<file path="src/rtl/pla3d_pkg.sv">
// shared types for the 3d path length accumulator
package pla3d_pkg;

	// status reported by a multi-cycle arithmetic unit
	typedef struct packed {
		logic busy;
		logic done;
	} unit_sts_t;

endpackage

</file>
<file path="src/rtl/pla3d_if.sv">
// valid/ready channel interfaces for waypoint and result words

interface pla3d_in_if #(
	parameter int COORD_BITS = 24
);
	logic                         valid;
	logic                         ready;
	logic                         new_route;
	logic signed [COORD_BITS-1:0] pos_x;
	logic signed [COORD_BITS-1:0] pos_y;
	logic signed [COORD_BITS-1:0] pos_z;

	modport source (output valid, new_route, pos_x, pos_y, pos_z, input ready);
	modport sink   (input valid, new_route, pos_x, pos_y, pos_z, output ready);
endinterface

interface pla3d_out_if #(
	parameter int SEG_BITS   = 25,
	parameter int TOTAL_BITS = 40
);
	logic                  valid;
	logic                  ready;
	logic [SEG_BITS-1:0]   segment_length;
	logic [TOTAL_BITS-1:0] total_length;
	logic                  no_distance;
	logic                  saturated;

	modport source (output valid, segment_length, total_length, no_distance, saturated,
		input ready);
	modport sink   (input valid, segment_length, total_length, no_distance, saturated,
		output ready);
endinterface

</file>
<file path="src/rtl/pla3d_sqsum.sv">
// sum of squared coordinate differences through one shared multiplier
module pla3d_sqsum #(
	parameter int COORD_BITS = 24
) (
	input  logic                             clk,
	input  logic                             arst_n,
	input  logic                             start,
	input  logic signed [COORD_BITS-1:0]     cur_x,
	input  logic signed [COORD_BITS-1:0]     cur_y,
	input  logic signed [COORD_BITS-1:0]     cur_z,
	input  logic signed [COORD_BITS-1:0]     prev_x,
	input  logic signed [COORD_BITS-1:0]     prev_y,
	input  logic signed [COORD_BITS-1:0]     prev_z,
	output logic [2*COORD_BITS+1:0]          sum,
	output pla3d_pkg::unit_sts_t             sts
);

	localparam int DW = COORD_BITS + 1;
	localparam int SW = 2 * COORD_BITS + 2;

	// phase 0..2 load magnitudes, 1..3 square, 2..4 accumulate
	localparam logic [2:0] PH_LAST = 3'd4;

	logic                   busy_q;
	logic                   done_q;
	logic [2:0]             ph_q;
	logic [DW-1:0]          mag_q;
	logic [2*DW-1:0]        sq_q;
	logic [SW-1:0]          acc_q;

	logic signed [COORD_BITS-1:0] sel_a;
	logic signed [COORD_BITS-1:0] sel_b;
	logic signed [DW-1:0]         diff;
	logic [DW-1:0]                mag;

	// axis select and absolute difference
	always_comb begin
		case (ph_q)
			3'd0:    begin sel_a = cur_x; sel_b = prev_x; end
			3'd1:    begin sel_a = cur_y; sel_b = prev_y; end
			default: begin sel_a = cur_z; sel_b = prev_z; end
		endcase
		diff = $signed({sel_a[COORD_BITS-1], sel_a}) - $signed({sel_b[COORD_BITS-1], sel_b});
		mag  = diff[DW-1] ? DW'(~diff + 1'b1) : DW'(diff);
	end

	// phase counter and handshake
	always_ff @(posedge clk or negedge arst_n) begin
		if (!arst_n) begin
			busy_q <= 1'b0;
			done_q <= 1'b0;
			ph_q   <= '0;
		end else begin
			done_q <= busy_q && (ph_q == PH_LAST);
			if (start && !busy_q) begin
				busy_q <= 1'b1;
				ph_q   <= '0;
			end else if (busy_q) begin
				if (ph_q == PH_LAST) begin
					busy_q <= 1'b0;
				end else begin
					ph_q <= ph_q + 3'd1;
				end
			end
		end
	end

	// magnitude, square and accumulate registers
	always_ff @(posedge clk) begin
		mag_q <= mag;
		sq_q  <= mag_q * mag_q;
		if (busy_q) begin
			if (ph_q == 3'd2) begin
				acc_q <= SW'(sq_q);
			end else if (ph_q > 3'd2) begin
				acc_q <= acc_q + SW'(sq_q);
			end
		end
	end

	assign sum      = acc_q;
	assign sts.busy = busy_q;
	assign sts.done = done_q;

endmodule

</file>
<file path="src/rtl/pla3d_isqrt.sv">
// floor integer square root, one result bit per cycle
module pla3d_isqrt #(
	parameter int COORD_BITS = 24
) (
	input  logic                     clk,
	input  logic                     arst_n,
	input  logic                     start,
	input  logic [2*COORD_BITS+1:0]  radicand,
	output logic [COORD_BITS:0]      root,
	output pla3d_pkg::unit_sts_t     sts
);

	localparam int NW    = 2 * COORD_BITS + 2;
	localparam int QW    = COORD_BITS + 1;
	localparam int RW    = COORD_BITS + 4;
	localparam int STEPS = COORD_BITS + 1;
	localparam int CW    = $clog2(STEPS + 1);

	logic          busy_q;
	logic          done_q;
	logic [CW-1:0] cnt_q;
	logic [NW-1:0] n_q;
	logic [RW-1:0] r_q;
	logic [QW-1:0] q_q;

	logic [RW-1:0] r_next;
	logic [RW-1:0] trial;
	logic          fits;

	// bring down two radicand bits and try the next root bit
	always_comb begin
		r_next = {r_q[RW-3:0], n_q[NW-1 -: 2]};
		trial  = RW'({q_q, 2'b01});
		fits   = (r_next >= trial);
	end

	// iteration control
	always_ff @(posedge clk or negedge arst_n) begin
		if (!arst_n) begin
			busy_q <= 1'b0;
			done_q <= 1'b0;
			cnt_q  <= '0;
		end else begin
			done_q <= busy_q && (cnt_q == CW'(1));
			if (start && !busy_q) begin
				busy_q <= 1'b1;
				cnt_q  <= CW'(STEPS);
			end else if (busy_q) begin
				cnt_q <= cnt_q - 1'b1;
				if (cnt_q == CW'(1)) begin
					busy_q <= 1'b0;
				end
			end
		end
	end

	// remainder and partial root
	always_ff @(posedge clk) begin
		if (start && !busy_q) begin
			n_q <= radicand;
			r_q <= '0;
			q_q <= '0;
		end else if (busy_q) begin
			n_q <= {n_q[NW-3:0], 2'b00};
			if (fits) begin
				r_q <= r_next - trial;
				q_q <= {q_q[QW-2:0], 1'b1};
			end else begin
				r_q <= r_next;
				q_q <= {q_q[QW-2:0], 1'b0};
			end
		end
	end

	assign root     = q_q;
	assign sts.busy = busy_q;
	assign sts.done = done_q;

endmodule

</file>
<file path="src/rtl/path_length_accumulator_3d.sv">
// 3d polyline length accumulator: top level and sequencer
//
// Waypoints come in on the wp channel (valid/ready), one word per point:
// new_route plus signed x, y, z in 1/16 metre. Each waypoint yields one
// result word on the res channel: floor segment length from the previous
// point, saturating route total, a zero-total flag and a saturation flag.
// The first point of a route (after reset or with new_route set) gives a
// zero segment and does no arithmetic: the sequencer goes from IDLE to FIN,
// loads the output register and returns to IDLE for the next waypoint.
// Any later point runs the three squared differences through one shared
// multiplier, then a one-bit-per-cycle square root of COORD_BITS + 1
// iterations, then the saturating add (ACC) and the output load (FIN).
// wp.ready is high only while the sequencer is idle, so one waypoint is in
// flight at a time and a new one is not taken before the last is through.
// The result sits in an output register; a new waypoint is accepted while
// it waits, and the next result waits in the sequencer until res.ready
// frees the register. Reset clears the previous point, the route total and
// all valid flags.
module path_length_accumulator_3d #(
	parameter int COORD_BITS = 24,
	parameter int TOTAL_BITS = 40
) (
	input  logic           clk,
	input  logic           arst_n,
	pla3d_in_if.sink       wp,
	pla3d_out_if.source    res
);

	localparam int SEGW = COORD_BITS + 1;
	localparam int SW   = 2 * COORD_BITS + 2;
	localparam int AW   = ((TOTAL_BITS > SEGW) ? TOTAL_BITS : SEGW) + 1;
	localparam logic [TOTAL_BITS-1:0] TOTAL_MAX = {TOTAL_BITS{1'b1}};

	typedef enum logic [2:0] {
		IDLE,
		SQ,
		RT,
		ACC,
		FIN
	} state_t;

	state_t                       state_q;
	logic                         have_prev_q;
	logic signed [COORD_BITS-1:0] cur_x_q, cur_y_q, cur_z_q;
	logic signed [COORD_BITS-1:0] prev_x_q, prev_y_q, prev_z_q;
	logic [SEGW-1:0]              seg_q;
	logic [TOTAL_BITS-1:0]        total_q;
	logic                         sq_start_q;
	logic                         rt_start_q;

	logic                         out_valid_q;
	logic [SEGW-1:0]              out_seg_q;
	logic [TOTAL_BITS-1:0]        out_total_q;
	logic                         out_zero_q;
	logic                         out_sat_q;

	logic [SW-1:0]                sq_sum;
	logic [SEGW-1:0]              root;
	pla3d_pkg::unit_sts_t         sq_sts;
	pla3d_pkg::unit_sts_t         rt_sts;

	logic                         in_ready;
	logic                         in_fire;
	logic                         out_load;
	logic [AW-1:0]                add_sum;
	logic [TOTAL_BITS-1:0]        total_next;

	// squared distance unit
	pla3d_sqsum #(
		.COORD_BITS(COORD_BITS)
	) u_sqsum (
		.clk    (clk),
		.arst_n (arst_n),
		.start  (sq_start_q),
		.cur_x  (cur_x_q),
		.cur_y  (cur_y_q),
		.cur_z  (cur_z_q),
		.prev_x (prev_x_q),
		.prev_y (prev_y_q),
		.prev_z (prev_z_q),
		.sum    (sq_sum),
		.sts    (sq_sts)
	);

	// square root unit
	pla3d_isqrt #(
		.COORD_BITS(COORD_BITS)
	) u_isqrt (
		.clk      (clk),
		.arst_n   (arst_n),
		.start    (rt_start_q),
		.radicand (sq_sum),
		.root     (root),
		.sts      (rt_sts)
	);

	// input handshake, output load and saturating add
	always_comb begin
		in_ready   = (state_q == IDLE) && !sq_sts.busy && !rt_sts.busy;
		in_fire    = wp.valid && in_ready;
		out_load   = (state_q == FIN) && (!out_valid_q || res.ready);
		add_sum    = AW'(total_q) + AW'(seg_q);
		total_next = (add_sum > AW'(TOTAL_MAX)) ? TOTAL_MAX : TOTAL_BITS'(add_sum);
	end

	assign wp.ready = in_ready;

	// sequencer, route state and output register
	always_ff @(posedge clk or negedge arst_n) begin
		if (!arst_n) begin
			state_q     <= IDLE;
			have_prev_q <= 1'b0;
			cur_x_q     <= '0;
			cur_y_q     <= '0;
			cur_z_q     <= '0;
			prev_x_q    <= '0;
			prev_y_q    <= '0;
			prev_z_q    <= '0;
			seg_q       <= '0;
			total_q     <= '0;
			sq_start_q  <= 1'b0;
			rt_start_q  <= 1'b0;
			out_valid_q <= 1'b0;
			out_seg_q   <= '0;
			out_total_q <= '0;
			out_zero_q  <= 1'b0;
			out_sat_q   <= 1'b0;
		end else begin
			sq_start_q <= in_fire && have_prev_q && !wp.new_route;
			rt_start_q <= (state_q == SQ) && sq_sts.done;
			if (out_load) begin
				out_valid_q <= 1'b1;
			end else if (res.ready) begin
				out_valid_q <= 1'b0;
			end
			unique case (state_q)
				IDLE: begin
					if (in_fire) begin
						cur_x_q <= wp.pos_x;
						cur_y_q <= wp.pos_y;
						cur_z_q <= wp.pos_z;
						if (wp.new_route) begin
							total_q     <= '0;
							have_prev_q <= 1'b0;
						end
						if (have_prev_q && !wp.new_route) begin
							state_q <= SQ;
						end else begin
							seg_q   <= '0;
							state_q <= FIN;
						end
					end
				end
				SQ: begin
					if (sq_sts.done) begin
						state_q <= RT;
					end
				end
				RT: begin
					if (rt_sts.done) begin
						seg_q   <= root;
						state_q <= ACC;
					end
				end
				ACC: begin
					total_q <= total_next;
					state_q <= FIN;
				end
				FIN: begin
					if (out_load) begin
						out_seg_q   <= seg_q;
						out_total_q <= total_q;
						out_zero_q  <= (total_q == '0);
						out_sat_q   <= (total_q == TOTAL_MAX);
						prev_x_q    <= cur_x_q;
						prev_y_q    <= cur_y_q;
						prev_z_q    <= cur_z_q;
						have_prev_q <= 1'b1;
						state_q     <= IDLE;
					end
				end
				default: begin
					state_q <= IDLE;
				end
			endcase
		end
	end

	// result channel
	assign res.valid          = out_valid_q;
	assign res.segment_length = out_seg_q;
	assign res.total_length   = out_total_q;
	assign res.no_distance    = out_zero_q;
	assign res.saturated      = out_sat_q;

endmodule
</file>
<file path="src/flat_wrapper.sv">
// flat-port wrapper written by rule: the top's interface ports become plain ports
module path_length_accumulator_3d_flat 
#(
	parameter int COORD_BITS = 24,
	parameter int TOTAL_BITS = 40
)
  (clk, arst_n, wp_valid, wp_new_route, wp_pos_x, wp_pos_y, wp_pos_z, wp_ready, res_valid, res_segment_length, res_total_length, res_no_distance, res_saturated, res_ready);
  pla3d_in_if #(.COORD_BITS(COORD_BITS)) wp_i ();
  pla3d_out_if #(.TOTAL_BITS(TOTAL_BITS)) res_i ();
  input  logic clk;
  input  logic arst_n;
  input wire logic [$bits(wp_i.valid)-1:0] wp_valid;
  input wire logic [$bits(wp_i.new_route)-1:0] wp_new_route;
  input wire logic [$bits(wp_i.pos_x)-1:0] wp_pos_x;
  input wire logic [$bits(wp_i.pos_y)-1:0] wp_pos_y;
  input wire logic [$bits(wp_i.pos_z)-1:0] wp_pos_z;
  output wire logic [$bits(wp_i.ready)-1:0] wp_ready;
  output wire logic [$bits(res_i.valid)-1:0] res_valid;
  output wire logic [$bits(res_i.segment_length)-1:0] res_segment_length;
  output wire logic [$bits(res_i.total_length)-1:0] res_total_length;
  output wire logic [$bits(res_i.no_distance)-1:0] res_no_distance;
  output wire logic [$bits(res_i.saturated)-1:0] res_saturated;
  input wire logic [$bits(res_i.ready)-1:0] res_ready;
  assign wp_i.valid = wp_valid;
  assign wp_i.new_route = wp_new_route;
  assign wp_i.pos_x = wp_pos_x;
  assign wp_i.pos_y = wp_pos_y;
  assign wp_i.pos_z = wp_pos_z;
  assign wp_ready = wp_i.ready;
  assign res_valid = res_i.valid;
  assign res_segment_length = res_i.segment_length;
  assign res_total_length = res_i.total_length;
  assign res_no_distance = res_i.no_distance;
  assign res_saturated = res_i.saturated;
  assign res_i.ready = res_ready;
  path_length_accumulator_3d #(.COORD_BITS(COORD_BITS), .TOTAL_BITS(TOTAL_BITS)) u_core (.clk(clk), .arst_n(arst_n), .wp(wp_i), .res(res_i));
endmodule
</file>
<file path="config.mk">
export PLATFORM = sky130hd
export DESIGN_NAME = path_length_accumulator_3d_flat
export DESIGN_NICKNAME = d
export VERILOG_FILES = /design/src/rtl/pla3d_pkg.sv /design/src/rtl/pla3d_if.sv /design/src/rtl/pla3d_sqsum.sv /design/src/rtl/pla3d_isqrt.sv /design/src/rtl/path_length_accumulator_3d.sv /design/src/flat_wrapper.sv
export SDC_FILE = /design/constraint.sdc
export NUM_CORES = 2
export LEC_CHECK = 0
export BUFFER_PORTS_ARGS = -buffer_cell sky130_fd_sc_hd__clkbuf_2
export CAP_MARGIN = 25
export CORE_UTILIZATION = 37
export DETAILED_ROUTE_END_ITERATION = 16
export PLACE_DENSITY = 0.59
export SLEW_MARGIN = 5
export SYNTH_ARGS = -nofsm -noshare
export SYNTH_HDL_FRONTEND = slang
export SYNTH_SLANG_ARGS = --single-unit
</file>
<file path="constraint.sdc">
create_clock -name clk -period 6.8 [get_ports clk]
set_clock_uncertainty 0.15 [all_clocks]
set_input_delay 1.36 -clock clk [delete_from_list [all_inputs] [get_ports clk]]
set_output_delay 1.36 -clock clk [all_outputs]
set_load 0.1 [all_outputs]
</file>
==> summary.md <==
| Metric | Value |
|---|---|
| PnR worst setup slack | `-0.0384 ns` |
| RSZ-0062 raised after global routing | `yes` |
| Synthesis-stage register bit count | `520` |
| CTS tree | `built` |
| Via density | `4.95` |
| Number of vias in the routed layout | `32600` |
| Final hold violations | `0` |
| Worst-skew pair later-pin latency | `~0.68 ns` |
| Area grow syn2layout | `15.6%` |
| # hold bufs at CTS | `0` |
| Final core occ | `between 40 and 50%` |
| Number of flops mapped to enable cells by yosys | `100` |
| Post-route DRC violation count | `0` |
| Avg Cell Area, Syn | `9.52 um^2` |
| Placement Rows | `126` |
| Max_cap viols | `0` |
| Sequential cell area | `12900 um^2` |
| Final net count | `a little under 6000` |
| Worst-path cell chain | `buf_12 -> nand2_4 -> inv_2 -> fa_1 -> fa_1 -> inv_2 -> fa_1 -> inv_2 -> fa_2 -> fa_1 -> fa_1 -> fa_1 -> ha_4 -> nand3_1 -> or4b_4 -> a311oi_2 -> buf_4 -> o21bai_4 -> a211o_1 -> nand2_2 -> a221oi_4 -> buf_6 -> o31ai_4 -> xor2_1` |
| Synth area leader | `fa_1` |
| Worst slew margin | `around two fifths` |
| Least-Margin Pin Slew | `0.924 ns` |
| Min Clock Period, post-route | `6.84 ns` |
| Share of the synthesized area in the top cell type | `21.2%` |
| Primary FF master, synth | `dfrtp_1` |
| Crit-path max FO | `10` |
| IO buf count | `145` |
| Largest stage delay, worst path | `0.56 ns` |
| Share of cells above drive strength 1 | `17.1%` |
| Die extent in y | `between 300 and 400 um` |
| Clock slew at reported path FFs | `0.06 ns` |
| Failing checks | `negative setup slack` |
| Element type at the critical path start | `register` |
| Tot GR Track Use | `a little under a fifth` |
| Post-synth net total | `5516` |
| H-Tree Depth | `2` |
| Status | `finished, violations left` |
| CP Capture Type | `register` |
| # IOs | `146` |
| Synth area leaders | `fa_1 (21%), dfrtp_1 (17%), ha_1 (8.9%)` |
| Synth warn | `0` |
| Final clock period utilization by the worst path | `101%` |
| Asr flop ratio synth | `~57%` |
| Crit path arrival time | `7.22 ns` |
| HP Class | `reg2reg` |
| Gr ovfl total | `0` |
| Sequential share of the synthesized area | `between 20 and 30%` |
| GPL Wtd Cong | `0.910` |
| Filler cells | `about 11000` |
| Vias in the first global route | `about 33000` |
| Slowest stage cell on the critical path | `fa_1` |
| Final WL | `approximately 110000 um` |
| Final-report setup violation count | `2` |
| Post-DP HPWL | `85500 um` |
| Crit Path Class | `reg2reg` |
| Maximum buffer depth of the clock tree | `3` |
| Initial antenna violation count | `0` |
| Clock sink count | `520` |
| Cell mode on critical path | `fa_1` |
| Required time worst endpoint | `7.18 ns` |
| Root buf cell | `clkbuf_16` |
| Antenna-violating nets left | `0` |
| Max Clk Rate | `146 MHz` |
| CTS buffer count | `57` |
| Global-route wire length before repair | `178000 um` |
| Core ar. | `118000 um^2` |
| Die width | `348 um` |
| Area of the mapped netlist | `44300 um^2` |
| Synth cell types | `a little over 80` |
| Largest net degree at the start of global routing | `about 130` |
| Hold Crit Depth | `2` |
| Starting Density | `37.4%` |
| Cells after Synth | `4653` |
| WL per Instance | `16.6 um` |
| Fin. max-slew vios | `0` |
| Initial drt markers | `1942` |
| Die area | `roughly 120000 um^2` |
| DRT Pass-1 Iters | `5` |
| R2r worst-path depth | `24` |
| Multi-input logic area | `between 20000 and 30000 um^2` |
[placed cells by master (no fill, tap or decap), drive strengths merged, types with 23 or more instances in the layout]
master	Yosys	final
nand3	56	56
fa	469	469
buf	20	269
dfrtp	295	295
and2	145	145
xnor2	113	113
mux2	182	182
xor2	73	73
nor2	152	152
nand2	678	678
nor3	35	35
edfxtp	100	100
a22o	47	47
clkbuf	170	225
a211oi	23	23
inv	725	727
a22oi	27	27
o31ai	45	45
nor2b	24	24
o21bai	31	31
nand4	33	33
ha	317	317
a21oi	222	222
dfxtp	125	125
a21o	83	83
o21a	24	24
o21ai	206	206
[final timing paths]
| kind | slack, ns | end | startpoint |
|---|---|---|---|
| max | -0.04 | u_core.u_sqsum.sq_q[45] | u_core.u_sqsum.mag_q[1] |
| min | 0.28 | u_core.u_isqrt.root[11] | u_core.u_isqrt.root[10] |
| max reg2reg | -0.04 | u_core.u_sqsum.sq_q[45] | u_core.u_sqsum.mag_q[1] |
| min reg2reg | 0.28 | u_core.u_isqrt.root[11] | u_core.u_isqrt.root[10] |
| max in group asynchronous | 4.51 | u_core.total_q[3] | arst_n |
| min in group asynchronous | 0.61 | u_core.cur_y_q[22] | arst_n |
[metal layers]
layer	routed length, um	GRT usage [%]
met1	51600	25.3
met2	49500	29.1
met3	5360	2.87
met4	2670	4.62
met5	0	0
[synthesized netlist by cell type (all sizes together), types with 8 or more instances]
cell type,instances
nand3,56
buf,20
a41oi,11
clkbuf,170
nor4,20
nand4,33
a211o,9
xnor2,113
nor2b,24
or3,15
nand2b,17
and2,145
a22o,47
dfrtp,295
and3,22
o21bai,31
o31ai,45
nor3,35
nor2,152
o2111ai,8
a21oi,222
xor2,73
inv,725
a31oi,19
or2,8
o21ai,206
ha,317
fa,469
a22oi,27
mux2,182
edfxtp,100
nand2,678
a21o,83
a211oi,23
dfxtp,125
o21a,24
a21boi,9
[registers in the layout, summed over array words and instances (netlist names), 25 cells and up]
register                   cells
u_core.res.segment_length     25
u_core.res.total_length       40
u_core.seg_q                  25
u_core.total_q                40
u_core.u_isqrt.n_q            50
u_core.u_isqrt.r_q            26
u_core.u_isqrt.root           25
u_core.u_sqsum.mag_q          25
u_core.u_sqsum.sq_q           49
u_core.u_sqsum.sum            50
[metrics by stage]
step | instance area, um^2 | worst slack, ns | cells | hold slack (ns) | setup TNS (ns)
finish | 51200 | -0.0384 | 6586 | 0.281 | -0.0693
global route | 51200 | -0.262 | 6584 | 0.289 | -2.10
CTS | 50900 | -0.0833 | 6580 | 0.287 | -0.163
detailed placement | 48500 | -0.439 | 6469 | 0.309 | -4.02
global placement | 48500 | -0.265 | 6469 | 0.303 | -2.09
floorplan | 44300 | 0.0374 | 4653 | 0.261 | 0
[repair_timing]
| item | in CTS | in global routing |
|---|---|---|
| gates resized for setup | 95 | 81 |
| setup buffers | 4 | 3 |
| pin swaps | 44 | 25 |
| setup endpoints to repair | 17 | 19 |
[final cells by class]
| cell class | count | share of cell area [%] |
|---|---|---|
| Antenna cell | 2 | 0.00977 |
| Clock buffer | 81 | 3.16 |
| Inverter | 725 | 5.31 |
| Timing Repair Buffer | 413 | 5.75 |
| Clock inverter | 27 | 0.789 |
| Sequential cell | 520 | 25.3 |
| Tap cell | 1600 | 3.91 |
| Multi-Input combinational cell | 3218 | 55.8 |
[cells by family after synthesis]
group / Yosys count / share of synthesized area, %
AO/OA/AOI/OAI: 829 / 12.0
buffers and inverters: 915 / 7.76
adder cells (fa/ha/maj): 786 / 30.1
multiplexers: 186 / 4.71
AND/OR/NAND/NOR: 1231 / 12.6
XOR/XNOR: 186 / 3.68
flip-flops: 520 / 29.1
[critical path, delay by kind of cell (launching register included)]
family                   cells  cell delay [ns]
adder cells (fa/ha/maj)      8             3.69
AO/OA/AOI/OAI                5             0.95
AND/OR/NAND/NOR              4             0.77
buffers and inverters        6             0.61
flip-flops                   1             0.33
XOR/XNOR                     1             0.18
Power is left out: the tool's default activity adds up to more than one toggle a clock period on the data nets, which glitch-free logic cannot reach.
